### config.mk
export PLATFORM = sky130hd
export DESIGN_NAME = ppmm_ctrl
export DESIGN_NICKNAME = d
export VERILOG_FILES = /design/src/rtl/per_point_min_max_hold_macros.svh /design/src/rtl/ppmm_pkg.sv /design/src/rtl/ppmm_ctrl.sv
export SDC_FILE = /design/constraint.sdc
export NUM_CORES = 1
export LEC_CHECK = 0
export BUFFER_PORTS_ARGS = -buffer_cell sky130_fd_sc_hd__buf_2
export CORE_AREA = 2 2 39 41
export CTS_BUF_LIST = sky130_fd_sc_hd__clkbuf_8
export DETAILED_ROUTE_END_ITERATION = 8
export DIE_AREA = 0 0 41 43
export MAX_ROUTING_LAYER = met4
export PLACE_DENSITY_LB_ADDON = 0.15
export SYNTH_ARGS = -nofsm -noshare
export SYNTH_HDL_FRONTEND = slang
export SYNTH_SLANG_ARGS = --single-unit
export TNS_END_PERCENT = 50
### constraint.sdc
create_clock -name clk -period 1.3 [get_ports clk]
set_input_delay 0.065 -clock clk [delete_from_list [all_inputs] [get_ports clk]]
set_output_delay 0.065 -clock clk [all_outputs]
set_load 0.005 [all_outputs]
### src/rtl/per_point_min_max_hold_macros.svh
// ----------------------------------------------------------------------------
// Assertion macros
// Shared concurrent assertion forms for the min/max hold block.
// ----------------------------------------------------------------------------
`ifndef PER_POINT_MIN_MAX_HOLD_MACROS_SVH
`define PER_POINT_MIN_MAX_HOLD_MACROS_SVH

// same-cycle implication
`define PPMM_ASSERT_IMP(label, ante, cons, msg) \
  label: assert property (@(posedge clk) disable iff (!rst_n) (ante) |-> (cons)) \
    else $error(msg);

// next-cycle implication
`define PPMM_ASSERT_NXT(label, ante, cons, msg) \
  label: assert property (@(posedge clk) disable iff (!rst_n) (ante) |=> (cons)) \
    else $error(msg);

// invariant
`define PPMM_ASSERT_ALW(label, cond, msg) \
  label: assert property (@(posedge clk) disable iff (!rst_n) (cond)) \
    else $error(msg);

`endif

### src/rtl/ppmm_pkg.sv
// ----------------------------------------------------------------------------
// ppmm_pkg
// Types and constants of the per-point min/max hold block.
// ----------------------------------------------------------------------------
package ppmm_pkg;

  localparam int POINTS     = 512;
  localparam int ADDR_W     = $clog2(POINTS);
  localparam int PIX_W      = 10;
  localparam int CNT_W      = 10;
  localparam int MIN_POINTS = 2;

  localparam logic [CNT_W:0]   PTS_LIM        = (CNT_W + 1)'(POINTS);
  localparam logic [ADDR_W-1:0] PTR_LAST      = ADDR_W'(POINTS - 1);
  localparam logic [PIX_W-1:0] RST_PIXEL_LOW  = PIX_W'(0);
  localparam logic [PIX_W-1:0] RST_PIXEL_HIGH = PIX_W'(239);

  typedef enum logic {
    FUNC_SAMPLE = 1'b0,
    FUNC_CLEAR  = 1'b1
  } func_t;

  typedef enum logic [2:0] {
    CFG_ENABLE        = 3'd0,
    CFG_TRACE_SELECT  = 3'd1,
    CFG_POINTS_IN_USE = 3'd2,
    CFG_PIXEL_LOW     = 3'd3,
    CFG_PIXEL_HIGH    = 3'd4
  } cfg_idx_t;

  typedef enum logic [2:0] {
    S_INIT,
    S_IDLE,
    S_MERGE,
    S_CLEAR,
    S_DONE
  } state_t;

  typedef struct packed {
    logic              func;
    logic [2:0]        trace_id;
    logic [9:0]        point_index;
    logic signed [15:0] sample_pixel;
  } in_t;

  typedef struct packed {
    logic             accepted;
    logic [PIX_W-1:0] point_min;
    logic [PIX_W-1:0] point_max;
    logic [CNT_W-1:0] valid_points;
    logic             sweep_complete;
  } out_t;

  typedef struct packed {
    logic             enable;
    logic [2:0]       trace_select;
    logic [CNT_W-1:0] points_in_use;
    logic [PIX_W-1:0] pixel_low;
    logic [PIX_W-1:0] pixel_high;
  } cfg_t;

  typedef struct packed {
    logic [PIX_W-1:0] min_val;
    logic [PIX_W-1:0] max_val;
    logic             vld;
  } ent_t;

  typedef struct packed {
    logic capture;
    logic commit;
    logic init_wr;
    logic clr_wr;
    logic clr_done;
  } ctl_cmd_t;

  typedef struct packed {
    logic ptr_last;
    logic out_free;
  } ctl_sts_t;

endpackage

### src/rtl/ppmm_ctrl.sv
// ----------------------------------------------------------------------------
// ppmm_ctrl
// Sequencer: reset sweep, item intake, merge, clear sweep and result load.
// ----------------------------------------------------------------------------
module ppmm_ctrl import ppmm_pkg::*; (
  input  logic     clk,
  input  logic     rst_n,
  input  logic     in_valid,
  input  logic     in_func,
  output logic     in_stall,
  input  ctl_sts_t sts,
  output ctl_cmd_t cmd
);

  state_t state_r, state_nxt;

  always_ff @(posedge clk) begin
    if (!rst_n) begin
      state_r <= S_INIT;
    end else begin
      state_r <= state_nxt;
    end
  end

  always_comb begin
    state_nxt = state_r;
    unique case (state_r)
      S_INIT:  if (sts.ptr_last) state_nxt = S_IDLE;
      S_IDLE: begin
        if (in_valid) begin
          state_nxt = (in_func == FUNC_CLEAR) ? S_CLEAR : S_MERGE;
        end
      end
      S_MERGE: if (sts.out_free) state_nxt = S_IDLE;
      S_CLEAR: if (sts.ptr_last) state_nxt = S_DONE;
      S_DONE:  if (sts.out_free) state_nxt = S_IDLE;
      default: state_nxt = S_INIT;
    endcase
  end

  always_comb begin
    cmd      = '0;
    in_stall = 1'b1;
    unique case (state_r)
      S_INIT:  cmd.init_wr = 1'b1;
      S_IDLE: begin
        in_stall    = 1'b0;
        cmd.capture = in_valid;
      end
      S_MERGE: cmd.commit   = sts.out_free;
      S_CLEAR: cmd.clr_wr   = 1'b1;
      S_DONE:  cmd.clr_done = sts.out_free;
      default: cmd = '0;
    endcase
  end

endmodule

-- Yosys cells after proc, flatten, opt, wreduce, memory -nomap -nowiden
Index checks and enable logic that the tools add are counted.
- shifts and indexed selects: 0
- order comparisons: 0
- reductions and logical operators: 3
- add/sub/neg operators: 0
- $mul: 0
- equality and inequality tests: 8
- bitwise operators: 0
- div/mod/pow operators: 0
- mux-type cells: 12
- operators by type and width (cell ; count):
    $mux W3 ; 4
    $pmux W3 S4 ; 1
    $mux W1 ; 7
    $eq A3 B2 Y1 const B ; 2
    $ne A2 B2 Y1 const B ; 3
    $reduce_and A4 Y1 ; 1
    $eq A3 B1 Y1 const B ; 1
    $eq A3 B3 Y1 const B ; 1
    $logic_not A3 Y1 ; 1
    $ne A2 B1 Y1 const B ; 1
    $reduce_or A2 Y1 ; 1
- output and inout port bits: 6
- bits in read-only memories: 0
- logic and storage cells: 24
- bits in latches: 0
- bits in writable memories: 0
- memories: 0
- register bits: 3

-- Longest topological paths before layout
Gate-level depths: netlist (run 1).
- depth after elaboration: 4
- mapped depth: 4
- mapped depth without buffers: 3

-- Worst setup path before layout (run 1)
OpenSTA, ideal clock, no wires.
- kind: register to register
- start point: reg state_r[1]
- end point: reg state_r[0]
- data arrival time: 0.881 ns
- clock period less this slack: 0.999 ns
- buffers on the path: 1
- setup slack: 0.301 ns
- stages on the path, launching flop included: 5
- library setup time: 0.118 ns
- path through: dfxtp_1 > buf_6 > o21ai_0 > o21ai_0 > o2111a_1
- cells in the longest elaborated chain, start to end: 4
- elaborated cells between the ends (all ways): 12
- ends and longest elaborated chain (what ; line ; source):
    start, declared ; ppmm_ctrl.sv:15 ; state_t state_r, state_nxt;
    start signal, assigned ; ppmm_ctrl.sv:21 ; state_r <= state_nxt;
    $eq A3 B3 Y1 / $eq A3 B2 Y1 (equally long branches) ; ppmm_ctrl.sv:27 ; unique case (state_r)
    $reduce_or A2 Y1 (no line) ; -- ;
    $ne A2 B1 Y1 (no line) ; -- ;
    $reduce_and A4 Y1 (no line) ; -- ;
Parallel ways exist; a longest one is shown, timed or not.
A chain may end at the register's enable or synchronous reset.

==> impl_metrics.ini, run 1 <==
[setup_path]
path_max_fanout = 10
crit_slowest_cell = or3b_4
crit_type = reg2out
critical_path.max_stage_delay_ns = 0.39
crit_arrival_ns = 1.16
critPathBufInv = 1
end_kind = primary output
start_kind = flip-flop
cp_cell_sequence = or3b_4 -> nor2_2 -> buf_2
required_ns = 1.24
path_delay_family = simple AND/OR/NAND/NOR gates

[floorplan]
dieArea_mm2 = 0.00176
core-area_mm2 = 0.00138
die_width_um = 41
initial_utilization_pct = 16.9
dieHeight_um = 43
placementRows = 14
io_pins = 12

[cells_and_area]
multi_input_area_um2 = 145
fillers = 163
top_regs = state_r (3)
largest_register_ffs = 3
ff_latch_area_um2 = 66.3
diodes = 0
regMostFlops = state_r
fin_util_pct = 25.0
area_growth_pct = 48.1
nNetsFinal = 50
drive_gt1_share_pct = 46.5

[synthesis]
synth_seq_area_share_pct = 25.7
synth_xor_area_share_pct = 0
synth-adder-area-share_pct = 0
synth_area_um2 = 234
yosysMostFrequentCell = dfxtp_1
synthFlopType = dfxtp_1
synth_top_family_by_area = simple AND/OR/NAND/NOR gates
syn_area_per_cell_um2 = 7.80
yosys.area_share.simple_pct = 36.9
yosysWarnings = 0
synth_top_cell_area_share_pct = 25.7
synthDistinctLibCells = 23
muxShareOfSynthArea_pct = 4.28
synthTopCellsByArea = dfxtp_1, buf_6, o2111a_1
synthCells = 30
ys_ff_latch = 3
netlist.top_cell.by_area = dfxtp_1
synth_fp_nets = 36
async_flop_share_pct = 0
synth_compound_area_share_pct = 20.9
synth-edff-count = 0

[sta]
slew_violations = 0
max_freq_mhz = 818
setup_viol = 0
timing.hold.ws_ns = 0.118
period_minus_slack_ns = 1.22
rsz0062_at_grt = false
hold_violations = 0
tightest_slew_ns = 0.188
slew_headroom_pct = 87.4
fin_skew_ns = 0.000899
min_period_over_period_pct = 94.0
fin_tns_setup_ns = 0

[clock_tree]
cts_max_path_buffers = 2
cts_max_level = 1
cts_root_buffer = clkbuf_8
clock_latency_ns = 0.21
cts_tree = yes
postCtsSetupRepairBufs = 0
cts-buffers-inserted = 3
cts_sinks = 3
hold_buffers = 0
clkSlewWorstSetupHoldPaths_ns = 0.03

[grt]
grt_pass1_vias = 224
grt_overflow = 0
grt_max_degree = 11
grt_pass1_wl_um = 931
antenna_found_initial = 0
grt_usage_pct = 8.33

[route]
drt_iter0_markers = 2
drc = 0
ant_nets = 0
vias = 248
drtPass1Iterations = 3
routed_wl_um = 544
wire_per_inst_um = 9.22
vias_per_cell = 4.20

[power_and_ir_drop]
powerDensity_mw_per_mm2 = 1240
peakVddDrop_v = 0.000489
p_leak_nw = 0.160

[placement]
gp_congestion = 0.693
dp_hpwl_um = 410
io_buffers = 11

[hold_path]
hold_class = in2reg

[outcome]
status = completed

[flow_run]
cap_violations = 0
## cell families after synthesis
family	count (synthesis)
muxes	1
buffers and inverters	5
DFF	3
and+or+nand+nor	14
AOI/OAI and AO/OA	7
## metal layers
layer  track usage, %  part of all wire, %  up-vias
met5                -                    0        -
met4             8.00                    0        0
met3             3.14                  5.3        0
met2             9.38                   47        5
met1             10.6                   48      109
li1                 -                    -      134
## through the flow
stage / total power [mW] / cell area (um2) / std cells / setup slack, ns
floorplan: 0.151 / 234 / 30 / 0.301
global placement: 0.177 / 295 / 55 / 0.158
detailed placement: 0.176 / 295 / 55 / 0.168
CTS: 0.437 / 342 / 59 / 0.0232
global route: 0.464 / 347 / 59 / 0.0128
finish: 0.428 / 347 / 59 / 0.0774
## worst reg2reg max path: cells and delay by family (launching register included)
family | cells | cell delay [ns]
simple gates | 1 | 0.20
buf+inv | 1 | 0.16
flops | 1 | 0.35
compound gates | 2 | 0.25
## layout make-up
| type | count | share of cell area (%) |
|---|---|---|
| inverter | 2 | 2.17 |
| multi-input combinational | 22 | 41.9 |
| clock inverter | 1 | 1.08 |
| sequential | 3 | 19.1 |
| timing repair buffer | 12 | 18.1 |
| clock buffer | 3 | 11.9 |
| tap | 16 | 5.78 |
## timing repair
item	CTS	global route
pin swaps	0	0
gates cloned	0	0
setup endpoints to repair	2	2
gates resized for setup	1	3
## layout by cell type, fill, tap and decap left out
cell type,n
buf_2,11
inv_1,3
clkbuf_8,3
nor3_1,2
nand2_1,2
o21ai_0,2
dfxtp_2,2
and3b_1,1
or3b_4,1
nor2_2,1
nor2_1,1
and3_1,1
nand3b_1,1
o211ai_1,1
nand2b_1,1
a21oi_1,1
a32oi_1,1
nor2b_1,1
mux2i_1,1
nor3b_1,1
o22ai_1,1
nand3_1,1
o2111a_1,1
buf_4,1
dfxtp_4,1
## power breakdown
| part | leakage (nW) | internal, mW | switching (mW) | total [mW] |
|---|---|---|---|---|
| sequential | 0.0261 | 0.0996 | 0.0122 | 0.112 |
| clock | 0.0269 | 0.200 | 0.0529 | 0.253 |
| combinational | 0.107 | 0.0361 | 0.0271 | 0.0631 |
## final timing paths
kind                                               from                 endpoint  slack, ns  cells past startpoint
worst max register to register  state_r[1]$_SDFFE_PN0P_  state_r[0]$_SDFFE_PN0P_       0.23                      4
worst min-delay path                              rst_n  state_r[0]$_SDFFE_PN0P_       0.12                      2
worst min register to register  state_r[1]$_SDFFE_PN0P_  state_r[1]$_SDFFE_PN0P_       0.54                      2
worst max-delay path            state_r[0]$_SDFFE_PN0P_                   cmd[4]       0.08                      3
Note: power is estimated with default switching activity, not from simulation.
==> run 2, diff against run 1 <==
--- a/config.mk
+++ b/config.mk
@@ -5,6 +5,7 @@
 export SDC_FILE = /design/constraint.sdc
 export NUM_CORES = 1
 export LEC_CHECK = 0
+export ABC_AREA = 1
 export BUFFER_PORTS_ARGS = -buffer_cell sky130_fd_sc_hd__buf_2
 export CORE_AREA = 2 2 39 41
 export CTS_BUF_LIST = sky130_fd_sc_hd__clkbuf_8
==> impl_metrics.ini, run 2 <==
[setup_path]
path_max_fanout = 3
required_ns = 1.24
crit_type = reg2out
crit_arrival_ns = 1.11
start_kind = flip-flop
end_kind = primary output

[placement]
dp_hpwl_um = 441
io_buffers = 11
gp_congestion = 0.597
pre_cts_ws_ns = 0.206
dpl_cell_area_um2 = 304

[synthesis]
synth_top_cell_area_share_pct = 26.2
synthDistinctLibCells = 12
synth-edff-count = 0
synth_fp_nets = 46
synth_area_um2 = 229
netlist.top_cell.by_area = dfxtp_1
synthCells = 40
async_flop_share_pct = 0
synthFlopType = dfxtp_1
synthTopCellsByCount = nand2_1, inv_1, nor2_1, dfxtp_1, nand3_1
synthTopCellsByArea = dfxtp_1, nand2_1, inv_1
syn_area_per_cell_um2 = 5.72
ys_ff_latch = 3
yosysMostFrequentCell = nand2_1
yosysWarnings = 0
synth_seq_area_share_pct = 26.2

[grt]
grt_usage_pct = 7.70
grt_max_degree = 6
grt_overflow = 0
grt_pass1_wl_um = 848
grt_pass1_vias = 253
antenna_found_initial = 0

[power_and_ir_drop]
total_power_mw = 0.517
seqPwrFrac_pct = 22.2
powerDensity_mw_per_mm2 = 1480
p_leak_nw = 0.209
peakVddDrop_v = 0.000461
pwr-share-clk_pct = 50.2
sw_frac_of_total_pct = 29.4
power.switching_mw = 0.152
p_comb_share_pct = 27.5
internal-power_mw = 0.365

[cells_and_area]
design_area_um2 = 349
diodes = 0
fillers = 166
top_regs = state_r (3)
area_growth_pct = 52.5
layout_common_cells = nand2_1, buf_2, inv_1
largest_register_ffs = 3
drive_gt1_share_pct = 36.4
nNetsFinal = 62
regMostFlops = state_r
fin_util_pct = 25.2

[floorplan]
io_pins = 12
initial_utilization_pct = 16.5
die_width_um = 41
placementRows = 14
dieHeight_um = 43
core-area_mm2 = 0.00138
dieArea_mm2 = 0.00176

[sta]
setup_viol = 0
fin_skew_ns = 0.00133
rsz0062_at_grt = false
period_minus_slack_ns = 1.18
max_freq_mhz = 851
slew_headroom_pct = 83.8
slew_violations = 0
min_period_over_period_pct = 90.4
tightest_slew_ns = 0.241
finalWorstSetupSlack_ns = 0.125
hold_violations = 0
fin_tns_setup_ns = 0

[route]
routed_wl_um = 519
drt_iter0_markers = 7
vias = 259
ant_nets = 0
vias_per_cell = 3.65
drc = 0
drtPass1Iterations = 4
wire_per_inst_um = 7.31

[clock_tree]
cts-buffers-inserted = 3
ctsResizeCount = 0
cts_max_path_buffers = 2
cts_root_buffer = clkbuf_8
postCtsSetupRepairBufs = 0
clkSlewWorstSetupHoldPaths_ns = 0.03
cts_sinks = 3
hold_buffers = 0
cts_tree = yes
clock_latency_ns = 0.21
cts_max_level = 1

[outcome]
status = completed

[hold_path]
hold_class = in2reg

[flow_run]
cap_violations = 0
==> run 2: per-stage QoR <==
step	std cells	hold slack [ns]
4_1_cts	71	0.0865
2_1_floorplan	40	0.191
6_report	71	0.0958
3_5_place_dp	67	0.313
3_3_place_gp	67	0.317
5_1_grt	71	0.106
==> run 2: power groups by stage <==
stage               registers (mW)  logic [mW]  clock network (mW)
floorplan                    0.113       0.102                   0
global placement             0.116       0.149                   0
detailed placement           0.116       0.146                   0
CTS                          0.115       0.147               0.271
global route                 0.116       0.168               0.275
finish                       0.115       0.142               0.260
==> run 2: metal layers <==
layer | GRT usage [%] | wire [um]
met1 | 7.99 | 233
met2 | 10.9 | 255
met3 | 1.57 | 30
met4 | 8.00 | 0
met5 | - | 0
==> run 2: cells by family after synthesis <==
group                  count (synthesis)  share of synthesized area (%)
AOI/OAI and AO/OA                      2                           4.37
buffers and inverters                 10                           16.4
DFF                                    3                           26.2
and+or+nand+nor                       25                           53.0
==> run 2: critical path, stage by stage (launching register included) <==
cell and delay, ns:
dfxtp_1 0.35, inv_1 0.08, nor3_2 0.20, inv_2 0.06, nor2_2 0.09, buf_2 0.12
==> run 2: path summary, 6_finish.rpt <==
path | startpoint | endpoint | slack, ns | depth (start not counted)
setup / recovery | state_r[0]$_SDFFE_PN0P_ | cmd[4] | 0.12 | 5
hold / removal | rst_n | state_r[0]$_SDFFE_PN0P_ | 0.1 | 3
setup reg to reg | state_r[2]$_SDFFE_PN0P_ | state_r[0]$_SDFFE_PN0P_ | 0.22 | 7
hold reg to reg | state_r[2]$_SDFFE_PN0P_ | state_r[2]$_SDFFE_PN0P_ | 0.50 | 2
==> run 2: final cells by class <==
class	instances	area [um2]	share of cell area, %
Clock inverter	1	3.75	1.08
Timing Repair Buffer	11	55.1	15.8
Sequential cell	3	60.1	17.2
Multi-Input combinational cell	27	131	37.6
Inverter	10	37.5	10.8
Clock buffer	3	41.3	11.8
Tap cell	16	20.0	5.73
==> run 3, diff against run 2 <==
--- a/config.mk
+++ b/config.mk
@@ -13,6 +13,7 @@
 export DIE_AREA = 0 0 41 43
 export MAX_ROUTING_LAYER = met4
 export PLACE_DENSITY_LB_ADDON = 0.15
+export RECOVER_POWER = 100
 export SYNTH_ARGS = -nofsm -noshare
 export SYNTH_HDL_FRONTEND = slang
 export SYNTH_SLANG_ARGS = --single-unit
==> impl_metrics.ini, run 3 (same netlist as run 2, synthesis figures left out) <==
[floorplan]
initial_utilization_pct = 16.5
core-area_mm2 = 0.00138
placementRows = 14
io_pins = 12
dieArea_mm2 = 0.00176
dieHeight_um = 43
die_width_um = 41

[placement]
dp_hpwl_um = 441
gp_congestion = 0.597
io_buffers = 11

[cells_and_area]
drive_gt1_share_pct = 29.1
layout_commonest_cell = nand2_1
diodes = 0
regMostFlops = state_r
fillers = 170
nNetsFinal = 62
area_growth_pct = 49.7
layout_common_cells = nand2_1, inv_1, buf_2
top_regs = state_r (3)
largest_register_ffs = 3

[setup_path]
end_kind = primary output
crit_arrival_ns = 1.11
crit_type = reg2out
required_ns = 1.24
worst_r2r_path_depth = 7
path_max_fanout = 3
start_kind = flip-flop

[sta]
setup_viol = 0
timing.hold.ws_ns = 0.0958
min_period_over_period_pct = 90.4
slew_headroom_pct = 83.8
rsz0062_at_grt = false
hold_violations = 0
fin_skew_ns = 0.00133
tightest_slew_ns = 0.241
period_minus_slack_ns = 1.18
max_freq_mhz = 851
slew_violations = 0
fin_tns_setup_ns = 0

[flow_run]
cap_violations = 0

[route]
drt_iter0_markers = 7
vias = 259
drc = 0
vias_per_cell = 3.65
routed-wl-met2_um = 257
ant_nets = 0
wl_met1_um = 236
drtPass1Iterations = 4
routed_wl_um = 525
topRoutingLayerUsed = met3
wl_met3_um = 32
wire_per_inst_um = 7.39

[clock_tree]
cts_sinks = 3
clkSlewWorstSetupHoldPaths_ns = 0.03
clock_latency_ns = 0.21
cts_tree = yes
cts_max_path_buffers = 2
hold_buffers = 0
cts-buffers-inserted = 3
cts_max_level = 1
postCtsSetupRepairBufs = 0
ctsResizeCount = 0
cts_root_buffer = clkbuf_8

[grt]
grt_pass1_vias = 253
antenna_found_initial = 0
grt_pass1_wl_um = 848
grt_usage_pct = 7.70
grt_overflow = 0
grt_max_degree = 6

[hold_path]
worstHoldPathCells = 3
hold_class = in2reg

[power_and_ir_drop]
p_leak_nw = 0.195
peakVddDrop_v = 0.000461
powerDensity_mw_per_mm2 = 1500

[outcome]
status = completed
==> run 3: cell count changes in the layout (fill, tap and decap cells not counted), sizes merged <==
cell    change
buf         -3
clkbuf      +3
==> run 3: cell type report <==
type	count	area, um2	area share, %
clock buffers	3	41.3	12.0
clock inverters	1	3.75	1.09
well taps	16	20.0	5.84
multi-input cells	27	129	37.6
inverters	10	37.5	10.9
flip-flops and latches	3	60.1	17.5
repair buffers	11	51.3	15.0
==> run 3: path summary, 6_finish.rpt <==
| check | start | end | slack (ns) |
|---|---|---|---|
| worst min register to register | state_r[2]$_SDFFE_PN0P_ | state_r[2]$_SDFFE_PN0P_ | 0.50 |
| worst max register to register | state_r[2]$_SDFFE_PN0P_ | state_r[0]$_SDFFE_PN0P_ | 0.19 |
| worst min-delay path | rst_n | state_r[0]$_SDFFE_PN0P_ | 0.1 |
| worst max-delay path | state_r[0]$_SDFFE_PN0P_ | cmd[4] | 0.12 |
==> run 3: metrics by stage <==
step | utilization [%] | power [mW] | instances | instance area [um2] | worst slack [ns]
floorplan | - | 0.215 | 40 | 229 | 0.328
global route | 24.8 | 0.556 | 71 | 343 | 0.0480
detailed placement | 22.0 | 0.262 | 67 | 304 | 0.206
finish | 24.8 | 0.515 | 71 | 343 | 0.125
global placement | 22.0 | 0.264 | 67 | 304 | 0.198
CTS | 25.2 | 0.532 | 71 | 349 | 0.104
==> run 3: metal layers <==
layer / vias to the layer above / global-route usage (%)
li1: 150 / -
met2: 6 / 10.9
met1: 103 / 7.99
met3: 0 / 1.57
met5: - / -
met4: 0 / 8.00
==> run 3: worst max-delay path, cell delays in order, from the launching register on <==
cell and delay (ns):
dfxtp_1 0.35, inv_1 0.08, nor3_2 0.20, inv_2 0.06, nor2_2 0.09, buf_2 0.12
==> run 3: power by group <==
part           total, mW  internal [mW]  leakage, nW  switching [mW]
clock network      0.260          0.201       0.0269          0.0588
registers          0.115          0.104       0.0246          0.0107
logic              0.141         0.0586        0.144          0.0820
